## config.mk

```make
export PLATFORM = sky130hd
export DESIGN_NAME = hevc_nal_packet_splitter
export DESIGN_NICKNAME = d
export VERILOG_FILES = /design/src/rtl/nps_pkg.sv /design/src/rtl/hevc_nal_packet_splitter.sv /design/src/rtl/nps_front.sv /design/src/rtl/nps_queue.sv /design/src/rtl/nps_back.sv
export SDC_FILE = /design/constraint.sdc
export NUM_CORES = 1
export LEC_CHECK = 0
export BUFFER_PORTS_ARGS = -buffer_cell sky130_fd_sc_hd__buf_2
export CAP_MARGIN = 20
export CORE_MARGIN = 10
export CORE_UTILIZATION = 60
export CTS_CLUSTER_SIZE = 25
export DETAILED_ROUTE_END_ITERATION = 6
export PLACE_DENSITY = 0.81
export SYNTH_ARGS = -nofsm -noshare
export SYNTH_HDL_FRONTEND = slang
export SYNTH_SLANG_ARGS = --single-unit
```

## constraint.sdc

```tcl
create_clock -name clk_i -period 3.8 [get_ports clk_i]
set_clock_uncertainty 0.05 [all_clocks]
set_input_delay 1.14 -clock clk_i [delete_from_list [all_inputs] [get_ports clk_i]]
set_output_delay 1.14 -clock clk_i [all_outputs]
set_load 0.01 [all_outputs]
```

## src/rtl/nps_pkg.sv

```systemverilog
`timescale 1ns / 1ps
`default_nettype none

package nps_pkg;

  localparam int unsigned WindowBytes = 7;
  localparam int unsigned FillW       = $clog2(WindowBytes + 1);
  localparam int unsigned QueueDepth  = 2;
  localparam int unsigned QPtrW       = $clog2(QueueDepth);
  localparam int unsigned QCountW     = $clog2(QueueDepth + 1);

  localparam logic [7:0] ZeroByte    = 8'h00;
  localparam logic [7:0] OneByte     = 8'h01;
  localparam logic [7:0] NalTypeMask = 8'h7E;

  localparam logic [5:0] NalTypeSplit  = 6'd1;
  localparam logic [5:0] NalTypeIdrLp  = 6'd19;
  localparam logic [5:0] NalTypeVps    = 6'd32;
  localparam logic [5:0] NalTypeSps    = 6'd33;
  localparam logic [5:0] NalTypePps    = 6'd34;

  typedef struct packed {
    logic [7:0] out_byte;
    logic       end_of_packet;
    logic       key_frame;
    logic       first_of_unit;
  } nps_beat_t;

  function automatic logic is_key_type(input logic [5:0] t);
    return (t inside {NalTypeIdrLp, NalTypeVps, NalTypeSps, NalTypePps});
  endfunction

endpackage

`default_nettype wire

```

## src/rtl/hevc_nal_packet_splitter.sv

```systemverilog
// channel  | direction | handshake                    | payload
// ---------+-----------+------------------------------+------------------------------------
// in       | input     | in_valid_i / in_stall_o      | data_byte_i[7:0]
// out      | output    | out_valid_o / out_stall_i    | out_byte_o, end_of_packet_o,
//          |           |                              | key_frame_o, first_of_unit_o
// cfg      | input     | cfg_valid_i / cfg_ready_o    | cfg_payload_limit_i[15:0]
//
// One byte per cycle in and out unless stalled; splits are decided on a 7-byte window.
// The first six bytes after reset fill the window and give no output beat.
// Each output beat is registered in the two-beat queue and then in the output register.
// in_stall_o rises only when the two-beat queue is full; it is decoded from the queue count.
// Reset clears the window and packet count, sets the unit-start flag and payload_limit to 65535.
`timescale 1ns / 1ps
`default_nettype none

module hevc_nal_packet_splitter (
  input  wire logic        clk_i,
  input  wire logic        rst_ni,
  input  wire logic        in_valid_i,
  output      logic        in_stall_o,
  input  wire logic [7:0]  data_byte_i,
  output      logic        out_valid_o,
  input  wire logic        out_stall_i,
  output      logic [7:0]  out_byte_o,
  output      logic        end_of_packet_o,
  output      logic        key_frame_o,
  output      logic        first_of_unit_o,
  input  wire logic        cfg_valid_i,
  output      logic        cfg_ready_o,
  input  wire logic [15:0] cfg_payload_limit_i
);
  import nps_pkg::*;

  logic      accept;
  logic      push;
  logic      full;
  logic      nonempty;
  logic      pop;
  nps_beat_t front_beat;
  nps_beat_t queue_beat;
  nps_beat_t out_beat;

  assign in_stall_o  = full;
  assign accept      = in_valid_i && !full;
  assign cfg_ready_o = 1'b1;

  nps_front u_front (
    .clk_i       (clk_i),
    .rst_ni      (rst_ni),
    .accept_i    (accept),
    .data_byte_i (data_byte_i),
    .cfg_we_i    (cfg_valid_i),
    .cfg_data_i  (cfg_payload_limit_i),
    .push_o      (push),
    .beat_o      (front_beat)
  );

  nps_queue u_queue (
    .clk_i      (clk_i),
    .rst_ni     (rst_ni),
    .push_i     (push),
    .beat_i     (front_beat),
    .full_o     (full),
    .nonempty_o (nonempty),
    .pop_i      (pop),
    .beat_o     (queue_beat)
  );

  nps_back u_back (
    .clk_i       (clk_i),
    .rst_ni      (rst_ni),
    .nonempty_i  (nonempty),
    .beat_i      (queue_beat),
    .pop_o       (pop),
    .out_valid_o (out_valid_o),
    .out_stall_i (out_stall_i),
    .beat_o      (out_beat)
  );

  assign out_byte_o      = out_beat.out_byte;
  assign end_of_packet_o = out_beat.end_of_packet;
  assign key_frame_o     = out_beat.key_frame;
  assign first_of_unit_o = out_beat.first_of_unit;

endmodule

`default_nettype wire

```

## src/rtl/nps_front.sv

```systemverilog
`timescale 1ns / 1ps
`default_nettype none

module nps_front (
  input  wire logic              clk_i,
  input  wire logic              rst_ni,
  input  wire logic              accept_i,
  input  wire logic [7:0]        data_byte_i,
  input  wire logic              cfg_we_i,
  input  wire logic [15:0]       cfg_data_i,
  output      logic              push_o,
  output      nps_pkg::nps_beat_t beat_o
);
  import nps_pkg::*;

  logic [7:0]       line_q [WindowBytes];
  logic [7:0]       line_d [WindowBytes];
  logic [FillW-1:0] fill_q, fill_d;
  logic [5:0]       cur_type_q, cur_type_d;
  logic [15:0]      pcount_q, pcount_d;
  logic             usf_q, usf_d;
  logic [15:0]      limit_q;

  logic        code_seen;
  logic        split;
  logic        produce;
  logic        eop;
  logic [5:0]  new_type;
  logic [7:0]  type_bits;
  logic [16:0] count;
  logic [15:0] limit;

  always_comb begin
    for (int i = 0; i < WindowBytes - 1; i++) begin
      line_d[i] = line_q[i+1];
    end
    line_d[WindowBytes-1] = data_byte_i;
    fill_d = (fill_q < FillW'(WindowBytes)) ? fill_q + FillW'(1) : fill_q;

    code_seen = (fill_d >= FillW'(WindowBytes - 1)) &&
                (line_d[1] == ZeroByte) && (line_d[2] == ZeroByte) &&
                (line_d[3] == ZeroByte) && (line_d[4] == OneByte);
    type_bits = line_d[5] & NalTypeMask;
    new_type  = type_bits[6:1];
    split     = code_seen && ((cur_type_q == NalTypeSplit) || (new_type == NalTypeSplit));
    produce   = (fill_d == FillW'(WindowBytes));

    count = {1'b0, pcount_q} + 17'd1;
    limit = (limit_q == 16'd0) ? 16'd1 : limit_q;
    eop   = split || (count >= {1'b0, limit});

    beat_o.out_byte      = line_d[0];
    beat_o.end_of_packet = eop;
    beat_o.key_frame     = eop && is_key_type(cur_type_q);
    beat_o.first_of_unit = eop && usf_q;
    push_o               = accept_i && produce;

    cur_type_d = cur_type_q;
    pcount_d   = pcount_q;
    usf_d      = usf_q;
    if (produce) begin
      if (eop) begin
        pcount_d = 16'd0;
        usf_d    = 1'b0;
      end else begin
        pcount_d = count[15:0];
      end
    end
    if (code_seen) begin
      cur_type_d = new_type;
      if (split) begin
        usf_d    = 1'b1;
        pcount_d = 16'd0;
      end
    end
  end

  always_ff @(posedge clk_i or negedge rst_ni) begin
    if (!rst_ni) begin
      for (int i = 0; i < WindowBytes; i++) begin
        line_q[i] <= ZeroByte;
      end
      fill_q     <= '0;
      cur_type_q <= '0;
      pcount_q   <= '0;
      usf_q      <= 1'b1;
      limit_q    <= 16'hFFFF;
    end else begin
      if (accept_i) begin
        for (int i = 0; i < WindowBytes; i++) begin
          line_q[i] <= line_d[i];
        end
        fill_q     <= fill_d;
        cur_type_q <= cur_type_d;
        pcount_q   <= pcount_d;
        usf_q      <= usf_d;
      end
      if (cfg_we_i) begin
        limit_q <= cfg_data_i;
      end
    end
  end

endmodule

`default_nettype wire

```

## src/rtl/nps_queue.sv

```systemverilog
`timescale 1ns / 1ps
`default_nettype none

module nps_queue (
  input  wire logic               clk_i,
  input  wire logic               rst_ni,
  input  wire logic               push_i,
  input  wire nps_pkg::nps_beat_t beat_i,
  output      logic               full_o,
  output      logic               nonempty_o,
  input  wire logic               pop_i,
  output      nps_pkg::nps_beat_t beat_o
);
  import nps_pkg::*;

  nps_beat_t         mem_q [QueueDepth];
  logic [QPtrW-1:0]  wr_q, rd_q;
  logic [QCountW-1:0] cnt_q;

  assign full_o     = (cnt_q == QCountW'(QueueDepth));
  assign nonempty_o = (cnt_q != '0);
  assign beat_o     = mem_q[rd_q];

  always_ff @(posedge clk_i) begin
    if (push_i) begin
      mem_q[wr_q] <= beat_i;
    end
  end

  always_ff @(posedge clk_i or negedge rst_ni) begin
    if (!rst_ni) begin
      wr_q  <= '0;
      rd_q  <= '0;
      cnt_q <= '0;
    end else begin
      if (push_i) begin
        wr_q <= (wr_q == QPtrW'(QueueDepth - 1)) ? '0 : wr_q + QPtrW'(1);
      end
      if (pop_i) begin
        rd_q <= (rd_q == QPtrW'(QueueDepth - 1)) ? '0 : rd_q + QPtrW'(1);
      end
      if (push_i && !pop_i) begin
        cnt_q <= cnt_q + QCountW'(1);
      end else if (pop_i && !push_i) begin
        cnt_q <= cnt_q - QCountW'(1);
      end
    end
  end

endmodule

`default_nettype wire

```

## src/rtl/nps_back.sv

```systemverilog
`timescale 1ns / 1ps
`default_nettype none

module nps_back (
  input  wire logic               clk_i,
  input  wire logic               rst_ni,
  input  wire logic               nonempty_i,
  input  wire nps_pkg::nps_beat_t beat_i,
  output      logic               pop_o,
  output      logic               out_valid_o,
  input  wire logic               out_stall_i,
  output      nps_pkg::nps_beat_t beat_o
);
  import nps_pkg::*;

  logic      valid_q;
  nps_beat_t beat_q;

  // advance when the output register is empty or being drained
  assign pop_o       = nonempty_i && (!valid_q || !out_stall_i);
  assign out_valid_o = valid_q;
  assign beat_o      = beat_q;

  always_ff @(posedge clk_i or negedge rst_ni) begin
    if (!rst_ni) begin
      valid_q <= 1'b0;
    end else if (pop_o) begin
      valid_q <= 1'b1;
    end else if (!out_stall_i) begin
      valid_q <= 1'b0;
    end
  end

  always_ff @(posedge clk_i) begin
    if (pop_o) begin
      beat_q <= beat_i;
    end
  end

endmodule

`default_nettype wire
```

[After elaboration in Yosys (flattened, before gate mapping)]
Memory sizes are Yosys's and may differ from the RTL's. A register that Yosys moved wholly into a read port is not among the register bits.
Index checks and enable logic that the tools add are counted.
Word-level totals
  register bits: 95
  RAM bits: 22
  output and inout port bits: 14
  logic and storage cells: 81
  memories kept: 1
Memory list
  u_queue.mem_q: depth 2, bits a word 11, read ports 1, clocked after memory_dff 1, write ports 1, RTL line nps_queue.sv:16  | nps_beat_t mem_q [QueueDepth];
Operators by class
  add/sub/neg operators: 6
  magnitude comparators: 3
  equality and inequality tests: 10
  muxes and demuxes: 18
  reductions and logical operators: 28
Operators with widths (count)
  two-way mux 16 bit: 5
  logical NOT 8 bit: 3
  == test 6 bit, second input constant: 3
  adder 16 x 1 -> 17 bit, second input constant: 1
  greater-or-equal comparator 17 x 16 -> 1 bit: 1
  logical NOT 16 bit: 1
  == test 6 x 1 -> 1 bit, second input constant: 2
  logical AND 1 bit: 12
  two-way mux 1 bit: 10
  == test 8 x 1 -> 1 bit, second input constant: 1
  == test 6 x 5 -> 1 bit, second input constant: 1
  logical NOT 1 bit: 5
  two-way mux 2 bit: 2
  nonzero test 2 bit: 2
  nonzero test 4 bit: 1
  adder 3 x 1 -> 3 bit, second input constant: 1
  == test 3 bit, second input constant: 1
  greater-or-equal comparator 3 bit, second input constant: 1
  logical OR 1 bit: 3
  less-than comparator 3 bit, second input constant: 1
  two-way mux 3 bit: 1
  adder 1 bit, second input constant: 2
  adder 2 x 1 -> 2 bit, second input constant: 1
  == test 2 bit, second input constant: 1
  3 further kinds: 3

[Longest topological paths before layout]
Gate-level depths: netlist of run 1.
  depth after elaboration: 13
  gate-level depth with buffers: 15
  mapped depth without buffers: 13

[Modules after synthesis]
A second synthesis of run 1 with hierarchy kept.
Second synthesis, totals
  cell total of the unflattened synthesis: 435
  area total of the unflattened synthesis: 5761.8 um2
By module, submodules not included
  nps_front: times used 1, cells an instance 368, area each 4344.2 um2, seq. area each 2273.4 um2
  nps_queue: times used 1, cells an instance 50, area each 1018.5 um2, seq. area each 760.7 um2
  nps_back: times used 1, cells an instance 14, area each 374.1 um2, seq. area each 355.3 um2
  hevc_nal_packet_splitter: times used 1, cells an instance 3, area each 25.0 um2, seq. area each 0.0 um2

[Least setup slack after synthesis of run 1]
Ideal clock, no wire load.
  kind: register to register
  from: reg u_front.pcount_q[2]
  to: reg u_front.pcount_q[13]
  library setup time: 0.069 ns
  data arrival time: 2.891 ns
  slack: 0.790 ns
  cell stages (with the launch flop): 14
  buffers on the path: 0
  clock period less this slack: 3.010 ns
  cell sequence: dfrtp_1 -> and4_1 -> and4_1 -> nand4_1 -> nor2_1 -> xor2_1 -> ha_1 -> nand3_1 -> nor3_1 -> nand3_1 -> nand4b_4 -> or4_4 -> or3_1 -> nand3_1
Between the ends
  longest elaborated chain between the ends: 7
Ends and longest elaborated chain
  start: declaration: RTL line nps_front.sv:20  | logic [15:0] pcount_q, pcount_d;
  start signal: assignment: RTL line nps_front.sv:95  | pcount_q <= pcount_d;
  adder 16 x 1 -> 17 bit (*): RTL line nps_front.sv:48  | count = {1'b0, pcount_q} + 17'd1;
  greater-or-equal comparator 17 x 16 -> 1 bit: RTL line nps_front.sv:50  | eop = split || (count >= {1'b0, limit});
  logical OR 1 bit: RTL line nps_front.sv:50
  two-way mux 16 bit (*): RTL line nps_front.sv:62  | if (eop) begin
  two-way mux 16 bit (*): RTL line nps_front.sv:61  | if (produce) begin
  two-way mux 16 bit: RTL line nps_front.sv:71  | if (split) begin
  two-way mux 16 bit (*): RTL line nps_front.sv:69  | if (code_seen) begin
Every way passes the cells marked *; elsewhere a longest branch is shown, timed or not.
A chain may end at the register's enable or synchronous reset.

==> results.tsv, run 1 <==
metric	value	unit
status	finished, final reports clean	
drt-pass1-iter-count	5	
grt_pass1_wl	18930	microns
rsz0062_at_grt	no	
vias	3923	
path_class	flip-flop to flip-flop	
slew_headroom	37.64	%
drv_slew	0	
io_buffer_count	41	
powerDensity	740.9	nW/um^2
synth_flop_cell	dfrtp_1	
vdd_drop_max	0.4286	mV
slowest_delay	0.56	ns
seq_area_frac_synth	59.63	%
syn_avg_cell_area	10.72	sq um
yosysWarnings	0	
diodes	0	
core	9240	sq um
tns	0	ns
ctsResizeCount	0	
path_delay_family	simple AND/OR/NAND/NOR gates	
netlist_area	5684	sq um
wl_per_cell	15.60	microns
root_buffer	clkbuf_8	
grt.overflow.total	0	
via_per_inst	5.449	
route.detailed.drc	0	
fin_crit_sh	95.18	%
maxCapViolations	0	
num_rows	35	
synth_area_leader_cell	dfrtp_1	
critPathArrivalTime	3.80	ns
io_pins	43	
grt_pass1_vias	4023	
synthCells	530	
areaGrowthSynthToFinish	16.91	%
crit_path_end_kind	flip-flop	
grt_max_degree	90	
hold_viol	0	
synth_nets	579	
cp_data_required_time	3.98	ns
synthDistinctLibCells	49	
fp.dieArea	13770	sq um
startpoint_type	flip-flop	
antenna_found_initial	0	
post_cts_buffers	0	
async_flop_share	74.22	%
period_needed	3.617	ns
cts_buffers	17	
crit_chain	and4_1, and4_1, nand4_1, nor2_1, xor2_1, ha_1, nand3_1, nor3_1, o41a_1, nor3_1, a2111oi_0	
dp_hpwl	7341	microns
clock_latency	0.52	ns
gp_congestion	0.9010	
cts.sinks	128	
synth-seq-cells	128	
cts_buffer_depth	2	
fmax	276.5	MHz
synth_edf_count	33	
yosysTopAreaCellShare	34.34	%
min_path_type	flip-flop to flip-flop	
hold_buffers	0	
holdWs	0.4171	ns
synth_commonest_cells	nand2_1, dfrtp_1, edfxtp_1	
start_util	61.52	%
yosys.cell_count.top_type	nand2_1	
htreeDepth	4	
setup_viol	0	
crit_path_max_fanout	6	
drt_wl_total	11230	microns
worst_pin_slew	0.9319	ns
drtAntennaViolNets	0	
yosys-top-cells-area	dfrtp_1, edfxtp_1, nand2_1, dfstp_2, ha_1	
cp_num_buf_inv	0	
p_leak	0.003136	uW
drive_above_1_share	20.30	%
fp.dieW	117.3	microns
die_y	117.3	microns
cts_tree	yes	
grt_usage	16.52	%
cp_slowest_cell	a2111oi_0	
first_iter_violations	227	
nets	627	
path_clk_slew	0.06	ns
[area by class of cell]
cell class	count	area (sq um)
repair buffers	48	280.3
fillers	631	2595
clock buffers	22	462.9
multi-input cells	361	2135
well taps	129	161.4
clock inverters	10	133.9
inverters	22	82.58
flip-flops and latches	128	3390
[per-layer routing]
layer	global-route usage [%]	up-vias	wire (microns)
met5	0	-	0
met2	25.80	121	5222
li1	-	1905	-
met3	4.700	32	556
met4	8.059	0	274
met1	20.60	1865	5179
[final timing paths]
kind	startpoint	to	slack, ns	depth (start not counted)
min in group asynchronous	rst_ni	u_front.pcount_q[9]	0.51	1
min reg2reg	u_front.line_d[8]	u_front.line_d[16]	0.42	2
max in group asynchronous	rst_ni	u_front.usf_q	2.53	2
max reg2reg	u_front.pcount_q[2]	u_queue.mem_q[1][1]	0.18	11
min	u_front.line_d[8]	u_front.line_d[16]	0.42	2
max	u_front.pcount_q[2]	u_queue.mem_q[1][1]	0.18	11
[tightest hold or removal path, stage by stage (launching register included)]
cell and delay [ns]:
dfrtp_1 0.34, nand2_1 0.05, nand2_1 0.05
[through the flow]
step                      instance area (sq um)  power (uW)  util [%]  instances  setup WS [ns]
after floorplan                            5684        2948         -        530         0.7904
after global placement                     6013        3218     65.08        686         0.5640
after detailed placement                   6013        3294     65.08        686         0.3118
after CTS                                  6610        4937     71.54        718         0.2325
after global routing                       6645        5221     71.92        720       0.008919
final                                      6645        4923     71.92        720         0.1833
[power by group]
| group | internal (uW) | switching (uW) | total [uW] | leakage, uW |
|---|---|---|---|---|
| sequential | 1870 | 306 | 2180 | 0.00150 |
| clock | 1050 | 581 | 1630 | 0.000299 |
| combinational | 461 | 655 | 1120 | 0.00134 |
| total | 3380 | 1540 | 4920 | 0.00314 |
[kinds of logic after synthesis]
logic type | Yosys count | synth area share (%)
AND/OR/NAND/NOR | 246 | 19.68
flip-flops | 128 | 59.63
AO/OA/AOI/OAI | 55 | 6.582
buffers and inverters | 41 | 2.817
adder cells (fa/ha/maj) | 20 | 4.402
XOR/XNOR | 20 | 3.082
multiplexers | 19 | 3.742
other | 1 | 0.06597
[layout by cell type (no fill, tap or decap), types with 4 or more instances in the layout]
cell type,instances
xor2_1,5
clkbuf_16,16
a21oi_1,9
o21ai_0,20
a22o_1,12
nor4_1,10
buf_2,40
clkbuf_8,4
nor4b_1,4
edfxtp_1,33
nand2_1,177
mux2_2,18
dfrtp_1,78
xnor2_1,15
dfstp_2,17
inv_1,22
nor3_1,4
nand3_1,12
nor2_1,10
buf_4,7
ha_1,20
clkinv_2,4
nand4_1,8
[sequential cells by signal (all words and copies together), names as in the netlist, 2 cells and up]
name,cells
u_front.line_d,40
u_queue.mem_q,22
u_front.limit_q,16
u_front.pcount_q,16
u_back.beat_o,11
u_front.beat_o,8
u_front.cur_type_q,6
u_front.fill_q,3
u_queue.cnt_q,2
No activity file was read; power rests on OpenSTA's default activity.
==> run 2: changes to the inputs <==
--- a/config.mk
+++ b/config.mk
@@ -11,7 +11,8 @@
 export CORE_UTILIZATION = 60
 export CTS_CLUSTER_SIZE = 25
 export DETAILED_ROUTE_END_ITERATION = 6
-export PLACE_DENSITY = 0.81
+export PLACE_DENSITY_LB_ADDON = 0.25
+export RECOVER_POWER = 50
 export SYNTH_ARGS = -nofsm -noshare
 export SYNTH_HDL_FRONTEND = slang
 export SYNTH_SLANG_ARGS = --single-unit
==> run 2 against run 1 <==
  * The flow now finishes with violations (max-capacitance violations, max-slew violations)
  * Power shrank 1.5%
  * Routed wire length shrank 2.3%
  * Sequential share of layout area grew 0.34 points
  * Global-route usage grew 0.51 points
  * First-iteration DRC count grew 16%
  * Die area is the same
  * Design area shrank 0.66%
  * Utilization shrank 0.47 points
  * Critical endpoint is now u_front.pcount_q[8]
==> results.tsv, run 2 (same netlist as run 1, synthesis figures left out) <==
metric	value	unit
pwr-share-clk	32.1	%
drtAntennaViolNets	0	
maxCapViolations	1	
worst_pin_slew	2.740	ns
powerDensity	734.6	nW/um^2
setup_viol	0	
period_needed	3.370	ns
rsz0062_at_grt	no	
cp_data_required_time	4.20	ns
drt_wl_total	10970	microns
hold_viol	0	
fp.dieW	117.3	microns
vdd_drop_max	0.4416	mV
violations	max-capacitance violations, max-slew violations	
root_buffer	clkbuf_8	
largest_reg_flops	40	
io_pins	43	
min_path_type	flip-flop to flip-flop	
p_sw_share	32.52	%
gp_congestion	0.7983	
antenna_found_initial	0	
route.detailed.drc	0	
start_util	61.52	%
grt_usage	17.03	%
drt-pass1-iter-count	5	
drive_above_1_share	20.20	%
fin_crit_sh	88.69	%
clock_latency	0.52	ns
crit_path_max_fanout	9	
path_class	flip-flop to flip-flop	
via_per_inst	5.397	
crit_path_end_kind	flip-flop	
cp_slowest_cell	nor4_4	
fp.dieArea	13770	sq um
first_iter_violations	263	
p_leak	0.003100	uW
grt.overflow.total	0	
areaGrowthSynthToFinish	16.13	%
cts_tree	yes	
drv_slew	50	
status	complete, but fails checks	
slew_headroom	-82.70	%
wl_per_cell	15.28	microns
cp_num_buf_inv	1	
cts_buffer_depth	2	
p_int	3273	uW
cts_buffers	17	
htreeDepth	4	
grt_pass1_vias	4045	
hold_buffers	0	
total_power	4849	uW
layout_common_cells	nand2_1, dfrtp_1, buf_2, edfxtp_1, inv_1	
critPathArrivalTime	3.77	ns
dp_hpwl	7308	microns
p_seq_share	45.0	%
crit_chain	and4_1, and4_1, nand4_1, nor2_1, xor2_1, ha_1, nand3_1, nor3_1, o41a_1, nor4_4, buf_4, nand3_1, nand3_1	
vias	3875	
fmax	296.7	MHz
p_switching	1577	uW
tns	0	ns
utilization	71.44	%
cpMostUsedCell	nand3_1	
core	9240	sq um
grt_pass1_wl	19530	microns
slowest_delay	0.53	ns
nFillCells	662	
grt_max_degree	53	
path_clk_slew	0.06	ns
combPwrFrac	22.8	%
path_delay_family	simple AND/OR/NAND/NOR gates	
layout_commonest_cell	nand2_1	
die_y	117.3	microns
num_rows	35	
nets	625	
diodes	0	
cts.sinks	128	
startpoint_type	flip-flop	
io_buffer_count	41	
run 2: timing repair:
action | 4_1_cts | 5_1_grt
buffers inserted | 0 | 0
gates resized for setup | 0 | 2
endpoints found under the setup margin | 0 | 2
run 2: metrics by stage:
stage	setup WS [ns]	hold WS, ns	cells	area (sq um)
global placement	0.6234	0.3975	685	6020
finish	0.4297	0.4269	718	6601
detailed placement	0.3383	0.4102	685	6020
floorplan	0.7904	0.3886	530	5684
CTS	0.2982	0.4311	717	6593
global route	0.06069	0.4475	718	6601
run 2: final cells by class:
cell class | instances | area [sq um] | share of cell area (%)
clock inverters | 14 | 155.1 | 2.350
repair buffers | 46 | 252.7 | 3.829
inverters | 22 | 82.58 | 1.251
multi-input cells | 361 | 2142 | 32.45
well taps | 129 | 161.4 | 2.445
clock buffers | 18 | 417.9 | 6.331
flip-flops and latches | 128 | 3390 | 51.35
run 2: worst paths after layout:
check / start / endpoint / slack [ns] / depth (start not counted)
max reg2reg: u_front.pcount_q[2] / u_front.pcount_q[8] / 0.43 / 13
min: u_front.beat_o[4] / u_queue.mem_q[0][4] / 0.43 / 0
max in group asynchronous: rst_ni / u_front.line_d[35] / 0.70 / 1
max: u_front.pcount_q[2] / u_front.pcount_q[8] / 0.43 / 13
min in group asynchronous: rst_ni / u_back.out_valid_o / 1.45 / 1
min reg2reg: u_front.beat_o[4] / u_queue.mem_q[0][4] / 0.43 / 0
run 2: power groups by stage:
stage	combinational, uW	clock [uW]	sequential [uW]
detailed placement	1100	0	2200
CTS	1120	1580	2180
floorplan	817	0	2130
finish	1110	1560	2180
global route	1270	1660	2250
global placement	1060	0	2170
run 2: routing by layer:
metal,wire length (microns),track usage [%]
met1,5154,22.76
met5,0,0
met4,152,5.634
met3,630,5.707
met2,5036,25.38
==> run 3: changes to the inputs <==
--- a/config.mk
+++ b/config.mk
@@ -8,11 +8,12 @@
 export BUFFER_PORTS_ARGS = -buffer_cell sky130_fd_sc_hd__buf_2
 export CAP_MARGIN = 20
 export CORE_MARGIN = 10
-export CORE_UTILIZATION = 60
+export CORE_UTILIZATION = 64
 export CTS_CLUSTER_SIZE = 25
 export DETAILED_ROUTE_END_ITERATION = 6
 export PLACE_DENSITY_LB_ADDON = 0.25
 export RECOVER_POWER = 50
 export SYNTH_ARGS = -nofsm -noshare
 export SYNTH_HDL_FRONTEND = slang
+export SYNTH_HIERARCHICAL = 1
 export SYNTH_SLANG_ARGS = --single-unit
==> constraint.sdc (replaced) <==
create_clock -name clk_i -period 4.1 [get_ports clk_i]
set_clock_uncertainty 0.05 [all_clocks]
set_input_delay 1.23 -clock clk_i [delete_from_list [all_inputs] [get_ports clk_i]]
set_output_delay 1.23 -clock clk_i [all_outputs]
set_load 0.01 [all_outputs]
==> run 3 against run 2 <==
  * The run still ends with max-capacitance violations, max-slew violations left
  * Critical path type unchanged
  * Critical endpoint is now u_front/pcount_q[5]
  * Via count is 12% lower
  * Design area is 1.7% lower
  * Area after synthesis is 1.4% higher
==> results.tsv, run 3 <==
metric	value	unit
combPwrFrac	22.0	%
path_class	flip-flop to flip-flop	
fmax	281.4	MHz
diodes	0	
fin_crit_sh	86.66	%
cts_buffers	17	
io_pins	43	
largest_reg_flops	40	
synthDistinctLibCells	53	
post_cts_buffers	0	
synth_flop_cell	dfrtp_1	
status	complete, but fails checks	
core	8763	sq um
path_clk_slew	0.06	ns
drt-pass1-iter-count	4	
pwr-share-clk	31.1	%
holdWs	0.4196	ns
nFillCells	584	
wl_per_cell	17.37	microns
utilization	74.04	%
die_y	114.9	microns
cts.sinks	128	
maxCapViolations	1	
hold_viol	0	
p_leak	0.002790	uW
synth-seq-cells	128	
drive_above_1_share	31.35	%
slowest_delay	0.44	ns
tns	0	ns
seq_area_frac_synth	58.83	%
start_util	65.75	%
instances_no_fill	596	
worst_pin_slew	2.789	ns
yosys-top-cells-area	dfrtp_1, edfxtp_1, mux2_2, dfstp_2, ha_1	
yosysTopAreaCellShare	33.88	%
cts_buffer_depth	2	
synth_edf_count	33	
cts_tree	yes	
antenna_found_initial	0	
p_switching	1292	uW
ctsResizeCount	0	
dp_hpwl	6918	microns
crit_path_end_kind	flip-flop	
grt_pass1_wl	17230	microns
r2r_slack	0.55	ns
drv_slew	51	
period_needed	3.553	ns
crit_path_max_fanout	8	
async_flop_share	74.22	%
fp.dieArea	13200	sq um
synthCells	435	
crit_chain	ha_1, and4_1, nand4_2, nor2_1, nand4_1, xnor2_1, ha_1, a21o_1, a21oi_1, o41ai_2, a211oi_2, nand3_1, o31ai_1	
vdd_drop_max	0.3576	mV
setup_viol	0	
netlist_area	5762	sq um
r2r_cells	13	
io_buffer_count	41	
grt_pass1_vias	3524	
drtAntennaViolNets	0	
grt.overflow.total	0	
yosysWarnings	6	
hold-path-cell-count	0	
p_sw_share	29.21	%
total_power	4422	uW
cp_slowest_cell	dfrtp_1	
fp.dieW	114.9	microns
cpMostUsedCell	ha_1	
synth_nets	483	
layout_common_cells	dfrtp_1, mux2_2, buf_2, edfxtp_1, nand2_1	
vias	3412	
root_buffer	clkbuf_8	
first_iter_violations	183	
min_path_type	flip-flop to flip-flop	
slew_headroom	-85.92	%
p_seq_share	46.9	%
violations	max-capacitance violations, max-slew violations	
route.detailed.drc	0	
rsz0062_at_grt	no	
synth_commonest_cells	dfrtp_1, mux2_2, edfxtp_1	
num_rows	34	
grt_max_degree	51	
p_int	3130	uW
gp_congestion	0.8474	
startpoint_type	flip-flop	
drt_wl_total	10350	microns
place_inst	563	
syn_avg_cell_area	13.25	sq um
areaGrowthSynthToFinish	12.62	%
clock_latency	0.51	ns
layout_commonest_cell	dfrtp_1	
grt_usage	16.30	%
yosys.cell_count.top_type	dfrtp_1	
hold_buffers	0	
htreeDepth	4	
via_per_inst	5.725	
nets	523	
synth_area_leader_cell	dfrtp_1	
powerDensity	681.5	nW/um^2
cp_data_required_time	4.47	ns
critPathArrivalTime	3.92	ns
==> run 3: cell families after synthesis <==
group           count (synthesis)  share of synthesized area, %
xor+xnor                       20                         3.040
other cells                     1                       0.06508
compound gates                 61                         7.492
fa+ha+maj                      19                         4.126
flops                         128                         58.83
mux                            66                         13.49
simple gates                   96                         9.186
buf+inv                        44                         3.778
==> run 3: final cells by class <==
| class | instances | area, sq um | share of cell area, % |
|---|---|---|---|
| multi-input combinational | 263 | 2113 | 32.57 |
| timing repair buffer | 46 | 234.0 | 3.606 |
| sequential | 128 | 3390 | 52.24 |
| clock buffer | 21 | 429.2 | 6.614 |
| clock inverter | 11 | 116.4 | 1.793 |
| tap | 108 | 135.1 | 2.083 |
| inverter | 19 | 71.32 | 1.099 |
==> run 3: worst paths after layout <==
check | startpoint | end
worst max-delay path | u_front/pcount_q[0] | u_front/pcount_q[5]
max in group asynchronous | rst_ni | u_front/limit_q[7]
min in group asynchronous | rst_ni | u_front/beat_o[10]
worst max register to register | u_front/pcount_q[0] | u_front/pcount_q[5]
worst min register to register | u_front/beat_o[4] | u_queue/mem_q[1][4]
worst min-delay path | u_front/beat_o[4] | u_queue/mem_q[1][4]
==> run 3: per-layer routing <==
layer  wire length, microns  share of wire [%]  GRT usage [%]  up-vias
met5                      0                  0              0        -
met4                     94               0.91          6.436        0
met3                    617                6.0          4.896       10
met2                   4860                 47          24.70       93
met1                   4779                 46          21.58     1653
li1                       -                  -              -     1656
==> run 3: power by group through the flow <==
stage / Sequential (uW) / Clock, uW / Combinational, uW
after floorplan: 2000 / 0 / 839
after global placement: 2070 / 0 / 948
after detailed placement: 2100 / 0 / 997
after CTS: 2090 / 1400 / 1020
after global routing: 2130 / 1460 / 1070
final: 2070 / 1380 / 974
==> run 3: through the flow <==
step	setup slack [ns]	area, sq um
floorplan	0.9520	5762
global placement	0.7098	5988
detailed placement	0.6004	5988
CTS	0.5681	6534
global route	0.2388	6489
finish	0.5469	6489
==> run 3: critical path, delay by kind of cell, from the launching register on <==
family | cells | cell delay [ns]
adder cells (fa/ha/maj) | 2 | 0.56
AO/OA/AOI/OAI | 5 | 1.09
AND/OR/NAND/NOR | 5 | 1.10
XOR/XNOR | 1 | 0.22
flip-flops | 1 | 0.44
